**config.mk**
```make
export PLATFORM = sky130hd
export DESIGN_NAME = serial_line_to_char_lcd_writer_core
export DESIGN_NICKNAME = d
export VERILOG_FILES = /design/src/hw/rtl/lcdw_pkg.sv /design/src/hw/rtl/lcdw_ram.sv /design/src/hw/rtl/lcdw_flush_seq.sv /design/src/hw/rtl/serial_line_to_char_lcd_writer_core.sv
export SDC_FILE = /design/constraint.sdc
export NUM_CORES = 1
export LEC_CHECK = 0
export ABC_AREA = 1
export BUFFER_PORTS_ARGS = -buffer_cell sky130_fd_sc_hd__buf_2
export CORE_UTILIZATION = 60
export DETAILED_ROUTE_END_ITERATION = 16
export PLACE_DENSITY = 0.81
export RECOVER_POWER = 50
export SLEW_MARGIN = 20
export SYNTH_ARGS = -nofsm -noshare
export SYNTH_HDL_FRONTEND = slang
export SYNTH_SLANG_ARGS = --single-unit
export TNS_END_PERCENT = 5
```
**constraint.sdc**
```tcl
create_clock -name clk -period 2.5 [get_ports clk]
set_input_delay 0.125 -clock clk [delete_from_list [all_inputs] [get_ports clk]]
set_output_delay 0.125 -clock clk [all_outputs]
set_load 0.1 [all_outputs]
```
**src/hw/rtl/lcdw_pkg.sv**
```systemverilog
// ----------------------------------------------------------------------------
// lcdw_pkg
// Shared constants and types for the serial line to character LCD writer.
// ----------------------------------------------------------------------------
package lcdw_pkg;

  localparam int BUFFER_CHARS_DEF = 32;

  localparam logic [7:0] CMD_SET_ADDR = 8'h80;
  localparam logic [7:0] CMD_ROW2     = 8'hC0;
  localparam logic [7:0] CHAR_CR      = 8'd13;
  localparam logic [7:0] CHAR_SPACE   = 8'h20;

  typedef struct packed {
    logic busy;
    logic done;
  } seq_status_t;

endpackage

```
**src/hw/rtl/lcdw_ram.sv**
```systemverilog
// ----------------------------------------------------------------------------
// lcdw_ram
// Generic single write port, single read port RAM with registered read.
// ----------------------------------------------------------------------------
module lcdw_ram #(
  parameter int WIDTH = 8,
  parameter int DEPTH = 32,
  parameter int AW    = (DEPTH > 1) ? $clog2(DEPTH) : 1
) (
  input  logic             clk,
  input  logic             wr_en,
  input  logic [AW-1:0]    wr_addr,
  input  logic [WIDTH-1:0] wr_data,
  input  logic [AW-1:0]    rd_addr,
  output logic [WIDTH-1:0] rd_data
);

  logic [WIDTH-1:0] mem [DEPTH];

  always_ff @(posedge clk) begin
    if (wr_en) begin
      mem[wr_addr] <= wr_data;
    end
    rd_data <= mem[rd_addr];
  end

endmodule

```
**src/hw/rtl/lcdw_flush_seq.sv**
```systemverilog
// ----------------------------------------------------------------------------
// lcdw_flush_seq
// Walks the line store and emits the display write sequence of one flush.
// ----------------------------------------------------------------------------
module lcdw_flush_seq #(
  parameter int BUFFER_CHARS = lcdw_pkg::BUFFER_CHARS_DEF,
  parameter int CW = $clog2(BUFFER_CHARS + 1),
  parameter int AW = (BUFFER_CHARS > 1) ? $clog2(BUFFER_CHARS) : 1
) (
  input  logic                  clk,
  input  logic                  rst,
  input  logic                  go,
  input  logic [CW-1:0]         n_chars,
  input  logic [CW-1:0]         fill_count,
  input  logic [7:0]            rd_data,
  output logic [AW-1:0]         rd_addr,
  output lcdw_pkg::seq_status_t status,
  output logic                  strobe,
  output logic                  register_select,
  output logic [7:0]            lcd_byte,
  output logic                  last
);

  import lcdw_pkg::*;

  localparam logic [1:0] S_IDLE = 2'd0;
  localparam logic [1:0] S_HEAD = 2'd1;
  localparam logic [1:0] S_CHAR = 2'd2;
  localparam logic [1:0] S_ROW  = 2'd3;

  logic [1:0]    state, state_next;
  logic [CW-1:0] idx, idx_next;
  logic [CW-1:0] idx_inc;
  logic [5:0]    idx6;
  logic          is_last_char;
  logic          row_break;
  logic          emit;
  logic          emit_rs;
  logic [7:0]    emit_byte;
  logic          emit_last;
  logic          done;

  assign idx_inc      = idx + CW'(1);
  assign idx6         = 6'(idx);
  assign is_last_char = (idx_inc == n_chars);
  assign row_break    = (idx6[3:0] == 4'hF);
  assign rd_addr      = (state == S_HEAD) ? '0 : idx_inc[AW-1:0];

  always_comb begin
    state_next = state;
    idx_next   = idx;
    emit       = 1'b0;
    emit_rs    = 1'b0;
    emit_byte  = CMD_SET_ADDR;
    emit_last  = 1'b0;
    done       = 1'b0;
    case (state)
      S_IDLE: begin
        if (go) begin
          state_next = S_HEAD;
        end
      end
      S_HEAD: begin
        emit      = 1'b1;
        emit_last = (n_chars == '0);
        idx_next  = '0;
        if (n_chars == '0) begin
          done       = 1'b1;
          state_next = S_IDLE;
        end else begin
          state_next = S_CHAR;
        end
      end
      S_CHAR: begin
        emit      = 1'b1;
        emit_rs   = 1'b1;
        emit_byte = (idx < fill_count) ? rd_data : CHAR_SPACE;
        emit_last = is_last_char && !row_break;
        if (row_break) begin
          state_next = S_ROW;
        end else if (is_last_char) begin
          done       = 1'b1;
          state_next = S_IDLE;
        end else begin
          idx_next = idx_inc;
        end
      end
      S_ROW: begin
        emit      = 1'b1;
        emit_byte = idx6[4] ? CMD_SET_ADDR : CMD_ROW2;
        emit_last = is_last_char;
        if (is_last_char) begin
          done       = 1'b1;
          state_next = S_IDLE;
        end else begin
          idx_next   = idx_inc;
          state_next = S_CHAR;
        end
      end
      default: begin
        state_next = S_IDLE;
      end
    endcase
  end

  always_ff @(posedge clk) begin
    if (rst) begin
      state  <= S_IDLE;
      strobe <= 1'b0;
    end else begin
      state  <= state_next;
      strobe <= emit;
    end
    idx             <= idx_next;
    register_select <= emit_rs;
    lcd_byte        <= emit_byte;
    last            <= emit_last;
  end

  assign status.busy = (state != S_IDLE);
  assign status.done = done;

endmodule

```
**src/hw/rtl/serial_line_to_char_lcd_writer_core.sv**
```systemverilog
// ----------------------------------------------------------------------------
// serial_line_to_char_lcd_writer_core
// Collects received bytes into a line store and flushes it to a 16x2 LCD.
// ----------------------------------------------------------------------------
// Input: an item (rx_byte) is taken at a clock edge with start high and busy
// low. Bytes 32..255 are appended to the line store while there is room;
// a full store drops them. Carriage return starts a flush; other bytes are
// ignored. An appended or ignored byte never raises busy.
// Flush: busy is high while the address command, the n characters walked and
// the r row commands (at most 2) are formed, one result per cycle, set by the
// single read port of the line store RAM. Results are registered and appear
// in the cycle after they are formed, each on register_select / lcd_byte /
// last for one cycle with strobe high; last marks the final item. The next
// input may be taken while that final item is on the ports. The receiver
// cannot stall the block. Reset: fill count and flushed flag clear; the RAM
// needs no clearing pass, since unwritten entries are not walked before the
// first flush and are sent as spaces after it.
// ----------------------------------------------------------------------------
module serial_line_to_char_lcd_writer_core #(
  parameter int BUFFER_CHARS = lcdw_pkg::BUFFER_CHARS_DEF
) (
  input  logic       clk,
  input  logic       rst,
  input  logic       start,
  output logic       busy,
  input  logic [7:0] rx_byte,
  output logic       strobe,
  output logic       register_select,
  output logic [7:0] lcd_byte,
  output logic       last
);

  import lcdw_pkg::*;

  localparam int CW = $clog2(BUFFER_CHARS + 1);
  localparam int AW = (BUFFER_CHARS > 1) ? $clog2(BUFFER_CHARS) : 1;

  logic [CW-1:0] fill_count, fill_count_next;
  logic          flushed, flushed_next;
  logic [CW-1:0] n_chars;
  logic          accept;
  logic          wr_en;
  logic          go;
  logic [AW-1:0] rd_addr;
  logic [7:0]    rd_data;
  seq_status_t   status;

  assign busy    = status.busy;
  assign accept  = start && !status.busy;
  assign go      = accept && (rx_byte == CHAR_CR);
  assign wr_en   = accept && (rx_byte >= CHAR_SPACE) && (fill_count < CW'(BUFFER_CHARS));
  assign n_chars = flushed ? CW'(BUFFER_CHARS) : fill_count;

  always_comb begin
    fill_count_next = fill_count;
    flushed_next    = flushed;
    if (status.done) begin
      fill_count_next = '0;
      flushed_next    = 1'b1;
    end else if (wr_en) begin
      fill_count_next = fill_count + CW'(1);
    end
  end

  always_ff @(posedge clk) begin
    if (rst) begin
      fill_count <= '0;
      flushed    <= 1'b0;
    end else begin
      fill_count <= fill_count_next;
      flushed    <= flushed_next;
    end
  end

  lcdw_ram #(
    .WIDTH (8),
    .DEPTH (BUFFER_CHARS),
    .AW    (AW)
  ) u_store (
    .clk     (clk),
    .wr_en   (wr_en),
    .wr_addr (fill_count[AW-1:0]),
    .wr_data (rx_byte),
    .rd_addr (rd_addr),
    .rd_data (rd_data)
  );

  lcdw_flush_seq #(
    .BUFFER_CHARS (BUFFER_CHARS),
    .CW           (CW),
    .AW           (AW)
  ) u_seq (
    .clk             (clk),
    .rst             (rst),
    .go              (go),
    .n_chars         (n_chars),
    .fill_count      (fill_count),
    .rd_data         (rd_data),
    .rd_addr         (rd_addr),
    .status          (status),
    .strobe          (strobe),
    .register_select (register_select),
    .lcd_byte        (lcd_byte),
    .last            (last)
  );

  a_fill_bound: assert property (@(posedge clk) disable iff (rst)
    fill_count <= CW'(BUFFER_CHARS))
    else $error("fill count beyond store depth");

  a_busy_fall: assert property (@(posedge clk) disable iff (rst)
    $fell(busy) |-> (strobe && last))
    else $error("flush ended without final item");

  a_idle_strobe: assert property (@(posedge clk) disable iff (rst)
    (strobe && !busy) |-> last)
    else $error("item emitted while idle is not the final one");

  a_no_write_busy: assert property (@(posedge clk) disable iff (rst)
    busy |=> $stable(fill_count) || (fill_count == '0))
    else $error("fill count moved during flush");

endmodule

```
# Word-level counts from Yosys, hierarchy flattened
# Memories as Yosys holds them, arrays and structs flattened. A register that Yosys moved wholly into a read port is not among the register bits.
# Index checks and enable logic that the tools add are counted.
# word_totals
mem_bits_rw	256
out_inout_bits	12
regBits	26
mem_count	1
elab_cells	61
# mem_list
memory	words	word_bits	rd	rd_clocked_by_memory_dff	write_ports	line	text
u_store.mem	32	8	1	1	1	lcdw_ram.sv:18	logic [WIDTH-1:0] mem [DEPTH];
# classes
reduce_logical	15
order_cmp	3
n_eq_ne	9
muxes	23
add_sub_neg	2
# ops
cell	count
2-to-1 mux 6 bit	3
case mux 6 bit (3 select lines)	1
case mux 8 bit (2 select lines)	1
adder 6 x 1 -> 6 bit (second input constant)	2
2-to-1 mux 2 bit	5
== test 8 x 4 -> 1 bit (second input constant)	1
>= comparator 8 x 6 -> 1 bit (second input constant)	1
2-to-1 mux 8 bit	1
case mux 2 bit (4 select lines)	1
2-to-1 mux 1 bit	7
2-to-1 mux 7 bit	1
== test 6 bit	1
zero test 6 bit	1
less-than comparator 6 bit	1
less-than comparator 6 bit (second input constant)	1
case mux 1 bit (3 select lines)	2
logical AND 1 bit	5
2-to-1 mux 5 bit	1
== test 2 bit (second input constant)	2
== test 4 bit (second input constant)	1
!= test 2 bit (second input constant)	2
AND reduction 2 bit	2
!= test 3 x 1 -> 1 bit (second input constant)	1
nonzero test 3 bit	1
other kinds (6)	7

# Longest topological paths before layout
# Gate-level depths: netlist of run 1.
# depth
ltp_word	7
mapped_depth	13
mapped_depth_nobuf	13

# Cells and area by module
# Synthesis of run 1 repeated with hierarchy kept, for this count alone.
# unflattened
cells_unflattened	1157
area_unflattened_um2	12388.1
# by_module_without_submodules
mod	instances	area_each_um2	cells_each
lcdw_ram	1	10786.6	922
lcdw_flush_seq	1	1148.6	160
serial_line_to_char_lcd_writer_core	1	452.9	75

# Least setup slack after synthesis of run 1
# OpenSTA, ideal clock, no wires.
# synth_path
path_type	flip-flop to flip-flop
start	register u_seq.state[1]
end	memory u_store.mem[28][0] (enable)
stages_incl_launch_ff	8
setup_slack_ns	-0.093
setup_ns	0.370
synth_period_minus_slack_ns	2.593
arrival_ns	2.223
required_ns	2.130
path_cell_list	dfxtp_1 > inv_2 > nand2_1 > inv_1 > nand4_1 > inv_1 > nand2_1 > nor2_1
# synth_via
elab_chain_cells	7
# synth_rtl
item	line	text
from (decl)	lcdw_flush_seq.sv:31	logic [1:0] state, state_next;
from (signal assigned)	lcdw_flush_seq.sv:111	state <= state_next;
nonzero test 2 bit	lcdw_flush_seq.sv:120	assign status.busy = (state != S_IDLE);
via busy	serial_line_to_char_lcd_writer_core.sv:25	output logic busy,
zero test 1 bit	serial_line_to_char_lcd_writer_core.sv:49	assign accept = start && !status.busy;
logical AND 1 bit	serial_line_to_char_lcd_writer_core.sv:49	
logical AND 1 bit (2 in series)	serial_line_to_char_lcd_writer_core.sv:51	assign wr_en = accept && (rx_byte >= CHAR_SPACE) && (fill_count < CW'(BUFFER_CHARS));
2-to-1 mux 1 bit	lcdw_ram.sv:21	if (wr_en) begin
2-to-1 mux 1 bit (not written as such)	lcdw_ram.sv:22	mem[wr_addr] <= wr_data;
to (decl)	lcdw_ram.sv:18	
# The timed path passes the listed nets, and every way through them passes these cells.

# Worst setup path in the final report of run 1
# layout_path
start	register u_seq.state[1]
end	memory u_store.mem[11][0] (enable)
# layout_via
elab_chain_cells	7
# layout_rtl
item	line
nonzero test 2 bit	lcdw_flush_seq.sv:120
zero test 1 bit	serial_line_to_char_lcd_writer_core.sv:49
logical AND 1 bit	serial_line_to_char_lcd_writer_core.sv:49
logical AND 1 bit (2 in series)	serial_line_to_char_lcd_writer_core.sv:51
2-to-1 mux 1 bit	lcdw_ram.sv:21
2-to-1 mux 1 bit (not written as such)	lcdw_ram.sv:22
# No other way between the ends.

==> results of run 1 <==
kinds of logic (layout without fill, tap and decap cells):
| logic type | Yosys count | in the layout |
|---|---|---|
| buf+inv | 156 | 242 |
| compound gates | 184 | 184 |
| other cells | 0 | 1 |
| flops | 290 | 290 |
| xor+xnor | 3 | 3 |
| fa+ha+maj | 10 | 10 |
| simple gates | 443 | 443 |
cell usage in the layout, fill, tap and decap left out, drive strengths merged:
cell type,Yosys,final
nor3,2,2
or2,22,22
ha,10,10
diode,0,1
a21oi,40,40
clkinv,0,12
dfxtp,28,28
dlygate4sd3,0,2
nand3,119,119
xor2,3,3
inv,105,105
buf,31,57
nand2,129,129
nand4,5,5
o22ai,1,1
clkbuf,20,62
nor2,164,164
o211ai,49,49
bufinv,0,3
o21ai,94,94
clkinvlp,0,1
nor4,2,2
edfxtp,262,262
worst paths after layout:
check | start | endpoint | slack, ns | depth (start not counted)
setup reg to reg | u_seq.state[1] | u_store.mem[11][0] | 0.14 | 9
hold / removal | start | u_seq.state[0] | 0.01 | 5
hold reg to reg | u_store.rd_data[3] | u_seq.lcd_byte[3] | 0.43 | 2
setup / recovery | u_seq.state[1] | u_store.mem[11][0] | 0.14 | 9
registers in the layout, indices dropped and copies added (netlist names):
signal	count
fill_count	6
flushed	1
u_seq.idx	6
u_seq.last	1
u_seq.lcd_byte	8
u_seq.register_select	1
u_seq.state	2
u_seq.strobe	1
u_store.mem	256
u_store.rd_data	8
stage by stage:
step / cells / setup WS [ns] / hold slack [ns]
6_report: 1438 / 0.138 / 0.0102
5_1_grt: 1438 / 0.0618 / 0.0328
4_1_cts: 1437 / 0.253 / 0.00959
3_5_place_dp: 1384 / 0.263 / 0.316
3_3_place_gp: 1384 / 0.290 / 0.316
2_1_floorplan: 1086 / 0.224 / 0.197
worst min-delay path, cell delays in order:
cell     delay (ns)
buf_2          0.11
nand3_1        0.07
o21ai_0        0.09
nand2_1        0.08
nor3_1         0.04
per-layer routing:
| layer | up-vias | global-route usage |
|---|---|---|
| li1 | 3935 | - |
| met1 | 4058 | 0.399 |
| met5 | - | 0 |
| met3 | 71 | 0.0550 |
| met2 | 437 | 0.464 |
| met4 | 0 | 0.105 |
power breakdown:
group	switching [mW]	internal, mW	total [mW]
Clock	1.72	2.36	4.08
Combinational	0.228	0.0695	0.297
Sequential	0.0170	5.32	5.33
final cells by class:
class / instances / area [um2] / share of cell area
Antenna cell: 1 / 2.50 / 0.000182
Sequential cell: 290 / 8430 / 0.613
Tap cell: 265 / 332 / 0.0241
Clock inverter: 16 / 159 / 0.0116
Clock buffer: 35 / 727 / 0.0529
Timing Repair Buffer: 86 / 592 / 0.0431
Multi-Input combinational cell: 640 / 3110 / 0.226
Inverter: 105 / 394 / 0.0287
timing repair:
item,CTS,global route
setup buffers,0,0
hold endpoints to repair,10,0
hold buffers,2,0
resized for setup,0,1
endpoints found under the setup margin,0,2
==> summary.txt, run 1 <==
status: finished with violations
violated checks: max-capacitance violations, max-slew violations
Ys Warns: 0
syn_area_per_cell: 11.2 um2
Total GRT Usage: 0.290
I/O Pins: 23
initial core utilization: 0.619
wire per inst: 20.4 um
DP Area: 12900 um2
final design utilization: 0.697
Post-synth ARST share: 0
final period utilization: 0.945
met1 wire length: 11700 um
simple-gate portion of the synthesized area: 0.157
Max stage delay cell, worst path: dfxtp_1
Final setup violation count: 0
Final Max Slew Viols: 199
die span in x: 145 um
ranking of synthesized cells by area: edfxtp_1, nor2_1, nand3_1, dfxtp_1, nand2_1
core box area: 19700 um2
Crit Path Max Fanout: 9
mux contribution to synthesized area: 0
CP delay by family, top: simple AND/OR/NAND/NOR gates
worst path cell trace: inv_1 > nand2_1 > inv_1 > nand4_1 > inv_1 > buf_4 > nand2_1 > nor2_1 > buf_4
met3 wire length: 2850 um
Least-Margin Pin Slew: 1.97 ns
slew margin rel.: -0.312
Post-Syn Area: 12200 um2
largest net degree at the start of global routing: 52
WP data required: 2.75 ns
vias per cell: 5.91
total gr overflow: 0
synthesized-area fraction occupied by adder cells: 0.0103
first-pass GRT wire length: 44100 um
P_leak: 5.12 nW
H-tree levels: 1
die area: 20900 um2
chip height: 145 um
initial antenna violation count: 1
crit path kind: reg2reg
Skew-Pair Late Insertion Delay: 0.55 ns
top cell type's share of synthesized area: 0.645
Top Layer Used: met4
Detailed Routing Iterations Pass 1: 6
max cap viols: 6
WP data arrival: 2.61 ns
PortBufs: 22
drt total wl: 29300 um
total power: 9.71 mW
Tmin final: 2.36 ns
share of cells above drive strength 1: 0.0896
antenna-violating nets left: 0
Synth Flop Type: edfxtp_1
Min-Delay Path Class: in2reg
length of routed met2 wiring: 14000 um
clock sinks: 290
post-DP HPWL: 18300 um
CTS root buf: clkbuf_16
Synth Area in Compound Gates: 0.0856
most frequent cells after synthesis: edfxtp_1, nor2_1, nand2_1
Synth Net Count: 1107
FMAX: 423 MHz
Num CTS Buffers: 28
Final GP Congestion: 0.900
xor/xnor share of the synthesized area: 0.00215
crit path buf inv count: 5
num rows: 51
First DRT Iteration DRCs: 1011
largest family of logic cells by synthesized area: simple AND/OR/NAND/NOR gates
largest area contributor in the netlist: edfxtp_1
Worst Skew: 0.0263 ns
Post-synth EDFFs: 262
area grow syn2layout: 12.6%
Seq cells post-synth: 290
Largest stage delay, worst path: 0.39 ns
Peak supply drop: 0.554 mV
Clock Pin Slew Worst Setup and Hold Paths: 0.06 ns
count of cell types in the netlist: 27
most common cell in the synthesized netlist: edfxtp_1
CTS tree: done
power per cell area: 706 nW/um2
design area: 13700 um2
Critical Path Sink Type: flop
RSZ-0062 raised after global routing: false
CTS max path bufs: 3
via count: 8501
Setup crit start kind: flop
Remaining DRCs: 0
Seq/Total Area, Yosys: 0.690
setup TNS: 0 ns
Layout Nets: 1172
Syn Inst Count: 1086
Worst path most repeated cell: inv_1
final hold vios: 0
vias in the first global route: 8034
fillers: 1389
No activity file was read; power rests on OpenSTA's default activity.
==> run 2: changes to the inputs <==
--- a/config.mk
+++ b/config.mk
@@ -6,7 +6,7 @@
 export NUM_CORES = 1
 export LEC_CHECK = 0
 export ABC_AREA = 1
-export BUFFER_PORTS_ARGS = -buffer_cell sky130_fd_sc_hd__buf_2
+export BUFFER_PORTS_ARGS = -buffer_cell sky130_fd_sc_hd__buf_4
 export CORE_UTILIZATION = 60
 export DETAILED_ROUTE_END_ITERATION = 16
 export PLACE_DENSITY = 0.81
==> run 2 against run 1 <==
  * The flow still finishes with violations (max-capacitance violations, max-slew violations)
  * Fmax decreased by 3.4%
  * Clock power up 18%
  * Non-clock buffer count shrank 7
  * Hold slack improved by 0.0018 ns
  * Utilization increased by 1.0 points
  * Via count grew 1.6%
  * Combinational power about the same
  * Largest cell class unchanged
  * Highest routed layer unchanged
==> summary.txt, run 2 (synthesis gave the netlist of run 1 again) <==
Peak supply drop: 0.635 mV (+15%)
first-pass GRT wire length: 45800 um (+3.7%)
Total GRT Usage: 0.301 (+0.0108)
die span in x: 145 um (unchanged)
Crit Path Max Fanout: 12 (+3)
CTS root buf: clkbuf_16
Least-Margin Pin Slew: 1.97 ns (+0.00171 ns)
status: finished with violations
drt total wl: 30400 um (+3.7%)
Worst Skew: 0.0312 ns (+0.00496 ns)
Top reg by flops: u_store.mem
most frequent cells in the layout: edfxtp_1, nor2_1, nand2_1
Multi-input gate area: 3120 um2 (+0.24%)
Largest stage delay, worst path: 0.51 ns (+0.12 ns)
RR Startpoint: u_seq.idx[0]
crit path kind: reg2reg
setup bufs post-CTS: 0 (unchanged)
wire per inst: 21.2 um (+4.1%)
FMAX: 409 MHz (-3.4%)
Layout Nets: 1166 (-0.51%)
R2R cell count: 11 (+2)
I/O Pins: 23 (unchanged)
chip height: 145 um (unchanged)
slew margin rel.: -0.313 (-0.00114)
CTS max path bufs: 3 (unchanged)
Min-Delay Path Class: in2reg
total gr overflow: 0 (unchanged)
Tmin final: 2.45 ns (+0.0838 ns)
P_leak: 5.24 nW (+2.4%)
Cells after DPL: 1376 (-0.58%)
fillers: 1344 (-3.2%)
final hold vios: 0 (unchanged)
destination of the critical timing path: u_store.rd_data[2]
antenna-violating nets left: 0 (unchanged)
PortBufs: 22 (unchanged)
Remaining DRCs: 0 (unchanged)
Final setup violation count: 0 (unchanged)
R2R setup slack: 0.05 ns (-0.08 ns)
WP data arrival: 2.88 ns (+0.27 ns)
initial core utilization: 0.619 (unchanged)
via count: 8641 (+1.6%)
top flop regs: u_store.mem: 256 flops, u_seq.lcd_byte: 8 flops, u_store.rd_data: 8 flops
Setup crit start kind: flop
reg-to-reg endpoint: u_store.rd_data[2]
die area: 20900 um2 (unchanged)
Max stage delay cell, worst path: edfxtp_1
# diodes: 0 (-1)
Final Max Slew Viols: 232 (+17%)
core box area: 19700 um2 (unchanged)
Largest register FFs: 256 (unchanged)
Worst path most repeated cell: nand2_1
H-tree levels: 1 (unchanged)
Finished Layout Cells: 1432 (-0.42%)
CTS tree: done
Crit path depth: 11 (+2)
clock sinks: 290 (unchanged)
final period utilization: 0.978 (+0.0335)
share of cells above drive strength 1: 0.109 (+0.0192)
Detailed Routing Iterations Pass 1: 6 (unchanged)
First DRT Iteration DRCs: 1243 (+23%)
post-DP HPWL: 18500 um (+1.4%)
Num CTS Buffers: 29 (+3.6%)
crit path from: u_seq.idx[0]
commonest non-fill, non-tap cell in the layout: edfxtp_1
num rows: 51 (unchanged)
vias in the first global route: 8096 (+0.77%)
RSZ-0062 raised after global routing: true
Final GP Congestion: 0.937 (+4.1%)
FF+latch area: 8430 um2 (unchanged)
Skew-Pair Late Insertion Delay: 0.56 ns (about the same)
violated checks: max-capacitance violations, max-slew violations
Clock Pin Slew Worst Setup and Hold Paths: 0.06 ns (about the same)
initial antenna violation count: 0 (-1)
CP delay by family, top: simple AND/OR/NAND/NOR gates
area grow syn2layout: 14.3%
crit path buf inv count: 2 (-3)
WP data required: 2.93 ns (+0.18 ns)
max cap viols: 7 (+1)
power per cell area: 747 nW/um2 (+5.8%)
setup TNS: 0 ns (unchanged)
worst path cell trace: ha_1 > nand2_4 > inv_2 > buf_4 > a21oi_1 > o21ai_0 > nand3_1 > nand3_1 > nand2_1 > nand2_1 > nand2_1
vias per cell: 6.03 (+2.1%)
Critical Path Sink Type: flop
largest net degree at the start of global routing: 72 (+38%)
==> run 2: cell count changes in the layout (fill, tap and decap cells not counted), moves of 2 or more <==
cell | previous run | this run
nand2_1 | 126 | 124
buf_6 | 0 | 2
clkinv_1 | 8 | 3
clkbuf_1 | 32 | 13
buf_4 | 49 | 58
bufinv_16 | 3 | 8
buf_2 | 4 | 0
clkbuf_2 | 2 | 0
nand2_2 | 0 | 2
clkinv_2 | 3 | 6
==> run 2: worst reg2reg max path: cells and delay by family (launching register included) <==
family,cells,cell delay (ns)
simple gates,6,0.73
buf+inv,2,0.53
flops,1,0.51
fa+ha+maj,1,0.43
compound gates,2,0.16
==> run 2: final cells by class <==
| type | count | share of cell area |
|---|---|---|
| Clock buffer | 32 | 0.0535 |
| Clock inverter | 21 | 0.0225 |
| Inverter | 105 | 0.0282 |
| Multi-Input combinational cell | 640 | 0.224 |
| Sequential cell | 290 | 0.604 |
| Tap cell | 265 | 0.0238 |
| Timing Repair Buffer | 79 | 0.0442 |
==> run 2: repair_timing <==
action,in CTS,in global routing
hold buffers,3,0
gates resized for setup,0,3
endpoints found under the setup margin,0,12
endpoints found under the hold margin,10,0
==> run 2: power by group <==
group | leakage [nW] | internal (mW) | total, mW | switching, mW
clock network | 0.517 | 2.98 | 4.80 | 1.82
logic | 2.15 | 0.0676 | 0.294 | 0.227
registers | 2.58 | 5.31 | 5.33 | 0.0198
==> run 2: per-stage QoR <==
stage	hold WS, ns	util	setup WS (ns)	cell area [um2]	power (mW)
final	0.0120	0.708	0.0545	14000	10.4
after global routing	0.0699	0.708	-0.0372	14000	10.7
after CTS	0.00475	0.709	0.102	14000	10.4
after detailed placement	0.309	0.654	0.163	12900	5.72
after global placement	0.304	0.654	0.225	12900	5.71
after floorplan	0.197	-	0.224	12200	5.55
==> run 2: worst min-delay path by stage <==
stage           from  slack, ns             end  cells after the start
6_report       start       0.01  u_seq.state[0]                      5
4_1_cts        start      0.005  u_seq.state[0]                      5
5_1_grt        start       0.07   fill_count[0]                      4
3_3_place_gp     rst       0.30    u_seq.strobe                      2
2_1_floorplan    rst       0.20    u_seq.strobe                      1
3_5_place_dp     rst       0.31    u_seq.strobe                      2
==> run 2: per-layer routing <==
| layer | share of wire | vias up | GRT usage |
|---|---|---|---|
| met5 | 0 | - | 0 |
| li1 | - | 3909 | - |
| met2 | 0.47 | 509 | 0.475 |
| met4 | 0.041 | 0 | 0.131 |
| met3 | 0.094 | 101 | 0.0530 |
| met1 | 0.39 | 4122 | 0.413 |
==> run 3: changes to the inputs <==
--- a/config.mk
+++ b/config.mk
@@ -7,8 +7,10 @@
 export LEC_CHECK = 0
 export ABC_AREA = 1
 export BUFFER_PORTS_ARGS = -buffer_cell sky130_fd_sc_hd__buf_4
+export CORE_ASPECT_RATIO = 1.2
 export CORE_UTILIZATION = 60
 export DETAILED_ROUTE_END_ITERATION = 16
+export MAX_ROUTING_LAYER = met4
 export PLACE_DENSITY = 0.81
 export RECOVER_POWER = 50
 export SLEW_MARGIN = 20
==> run 3 against run 2 <==
  * Via count down 2.4%
  * Critical path type unchanged
  * First-iteration DRC count down 14%
  * The flow still finishes with violations (max-capacitance violations, max-slew violations)
  * Worst setup slack better by 0.15 ns
  * Critical path depth down 2
  * Die area about the same
  * Global-route usage up 0.11 points
  * Register-to-register slack better by 0.15 ns
  * Sequential share of layout area up 0.80 points
==> summary.txt, run 3 (synthesis gave the netlist of run 1 again) <==
RSZ-0062 raised after global routing: false
Final GP Congestion: 0.883 (-5.7%)
chip height: 158 um (+9.4%)
# diodes: 0 (unchanged)
PortBufs: 22 (unchanged)
Critical Path Sink Type: flop
largest net degree at the start of global routing: 81 (+13%)
CTS tree: done
H-tree levels: 1 (unchanged)
WP data required: 2.96 ns (+0.03 ns)
num rows: 56 (+9.8%)
R2R setup slack: 0.21 ns (+0.15 ns)
Sw Pwr: 2.01 mW (-2.6%)
First DRT Iteration DRCs: 1072 (-14%)
Worst Skew: 0.0125 ns (-0.0187 ns)
die span in x: 132 um (-8.6%)
crit path kind: reg2reg
total power: 9.83 mW (-5.7%)
vias per cell: 5.92 (-1.9%)
Least-Margin Pin Slew: 1.97 ns (-0.00313 ns)
power per cell area: 714 nW/um2 (-4.4%)
slew margin rel.: -0.311 (+0.00209)
CTS root buf: clkbuf_16
clock sinks: 290 (unchanged)
Detailed Routing Iterations Pass 1: 6 (unchanged)
die area: 20900 um2 (about the same)
post-DP HPWL: 18300 um (-1.2%)
Seq pwr share: 0.542 (+0.030)
P_int: 7.82 mW (-6.5%)
drt total wl: 29700 um (-2.3%)
WP data arrival: 2.76 ns (-0.12 ns)
CTS max path bufs: 3 (unchanged)
first-pass GRT wire length: 45600 um (-0.42%)
total gr overflow: 0 (unchanged)
Skew-Pair Late Insertion Delay: 0.54 ns (-0.02 ns)
max cap viols: 8 (+1)
Peak supply drop: 0.597 mV (-5.9%)
commonest non-fill, non-tap cell in the layout: edfxtp_1
setup TNS: 0 ns (unchanged)
Setup Slack @ Placement: 0.144 ns (-0.0186 ns)
core box area: 19800 um2 (+0.21%)
Min-Delay Path Class: in2reg
final period utilization: 0.917 (-0.0608)
wire per inst: 20.8 um (-1.9%)
area grow syn2layout: 12.8%
Final setup violation count: 0 (unchanged)
Top reg by flops: u_store.mem
Setup crit start kind: flop
clock power share: 0.428 (-0.032)
Final Max Slew Viols: 268 (+16%)
Num CTS Buffers: 27 (-6.9%)
vias in the first global route: 8239 (+1.8%)
final worst slack: 0.207 ns (+0.152 ns)
Total GRT Usage: 0.302 (+0.00105)
FMAX: 436 MHz (+6.6%)
Layout Nets: 1164 (-0.17%)
via count: 8434 (-2.4%)
top flop regs: u_store.mem: 256 flops, u_seq.lcd_byte: 8 flops, u_store.rd_data: 8 flops
I/O Pins: 23 (unchanged)
most frequent cells in the layout: edfxtp_1, nor2_1, nand2_1
Remaining DRCs: 0 (unchanged)
initial antenna violation count: 0 (unchanged)
Clock Pin Slew Worst Setup and Hold Paths: 0.07 ns (about the same)
P_leak: 5.13 nW (-2.2%)
sw frac: 0.205 (+0.00651)
status: finished with violations
antenna-violating nets left: 0 (unchanged)
violated checks: max-capacitance violations, max-slew violations
final hold vios: 0 (unchanged)
Largest register FFs: 256 (unchanged)
Crit Path Max Fanout: 27 (+15)
combinational share of power: 0.030 (+0.002)
Tmin final: 2.29 ns (-0.152 ns)
share of cells above drive strength 1: 0.0962 (-0.0126)
initial core utilization: 0.618 (-0.00129)
## run 3: cell types whose count changed in the layout (fill, tap and decap cells not counted), moves of 2 or more
cell / before / now
buf_4: 58 / 45
clkbuf_1: 13 / 26
bufinv_16: 8 / 4
buf_12: 4 / 6
buf_6: 2 / 0
clkbuf_16: 29 / 27
clkinv_2: 6 / 8
dlygate4sd3_1: 3 / 1
## run 3: final timing paths
kind / start / endpoint / cells past startpoint
worst max register to register: u_seq.idx[0] / u_store.rd_data[7] / 9
worst min register to register: fill_count[5] / fill_count[5] / 2
worst min-delay path: start / u_seq.state[0] / 5
worst max-delay path: u_seq.idx[0] / u_store.rd_data[7] / 9
## run 3: cell type report
type | instances | area (um2)
Multi-Input combinational cell | 640 | 3120
Timing Repair Buffer | 79 | 577
Inverter | 105 | 394
Tap cell | 261 | 327
Clock inverter | 21 | 228
Fill cell | 1415 | 5990
Clock buffer | 29 | 693
Sequential cell | 290 | 8430
## run 3: metal layers
metal / track usage / wire length [um] / vias to the layer above
met5: - / 0 / -
met4: 0.141 / 1360 / 0
met3: 0.0407 / 2500 / 92
met2: 0.505 / 14800 / 451
met1: 0.370 / 11100 / 3985
li1: - / - / 3906
## run 3: power groups by stage
| stage | clock [mW] | sequential, mW | combinational, mW |
|---|---|---|---|
| 2_1_floorplan | 0 | 5.43 | 0.127 |
| 6_report | 4.21 | 5.33 | 0.290 |
| 3_3_place_gp | 0 | 5.43 | 0.281 |
| 3_5_place_dp | 0 | 5.43 | 0.289 |
| 4_1_cts | 4.22 | 5.32 | 0.293 |
| 5_1_grt | 4.41 | 5.33 | 0.313 |
## run 3: repair_timing
action	CTS	global route
buffers inserted	0	0
resized for setup	0	2
setup endpoints to repair	0	8
hold buffers	1	0
endpoints found under the hold margin	4	0
## run 3: critical path: stages, from the launching register on
cell      delay [ns]
edfxtp_1        0.52
inv_2           0.14
nand2_4         0.19
inv_1           0.62
o211ai_1        0.16
nand3_1         0.13
nand3_1         0.13
nand2_1         0.13
nand2_1         0.05
nand2_1         0.12
## run 3: through the flow
| step | instance area, um2 | hold slack [ns] | std cells | util |
|---|---|---|---|---|
| 6_report | 13800 | 0.0310 | 1425 | 0.697 |
| 2_1_floorplan | 12200 | 0.197 | 1086 | - |
| 4_1_cts | 13900 | 0.0395 | 1425 | 0.701 |
| 5_1_grt | 13800 | 0.0934 | 1425 | 0.697 |
| 3_5_place_dp | 12900 | 0.306 | 1374 | 0.654 |
| 3_3_place_gp | 12900 | 0.306 | 1374 | 0.654 |
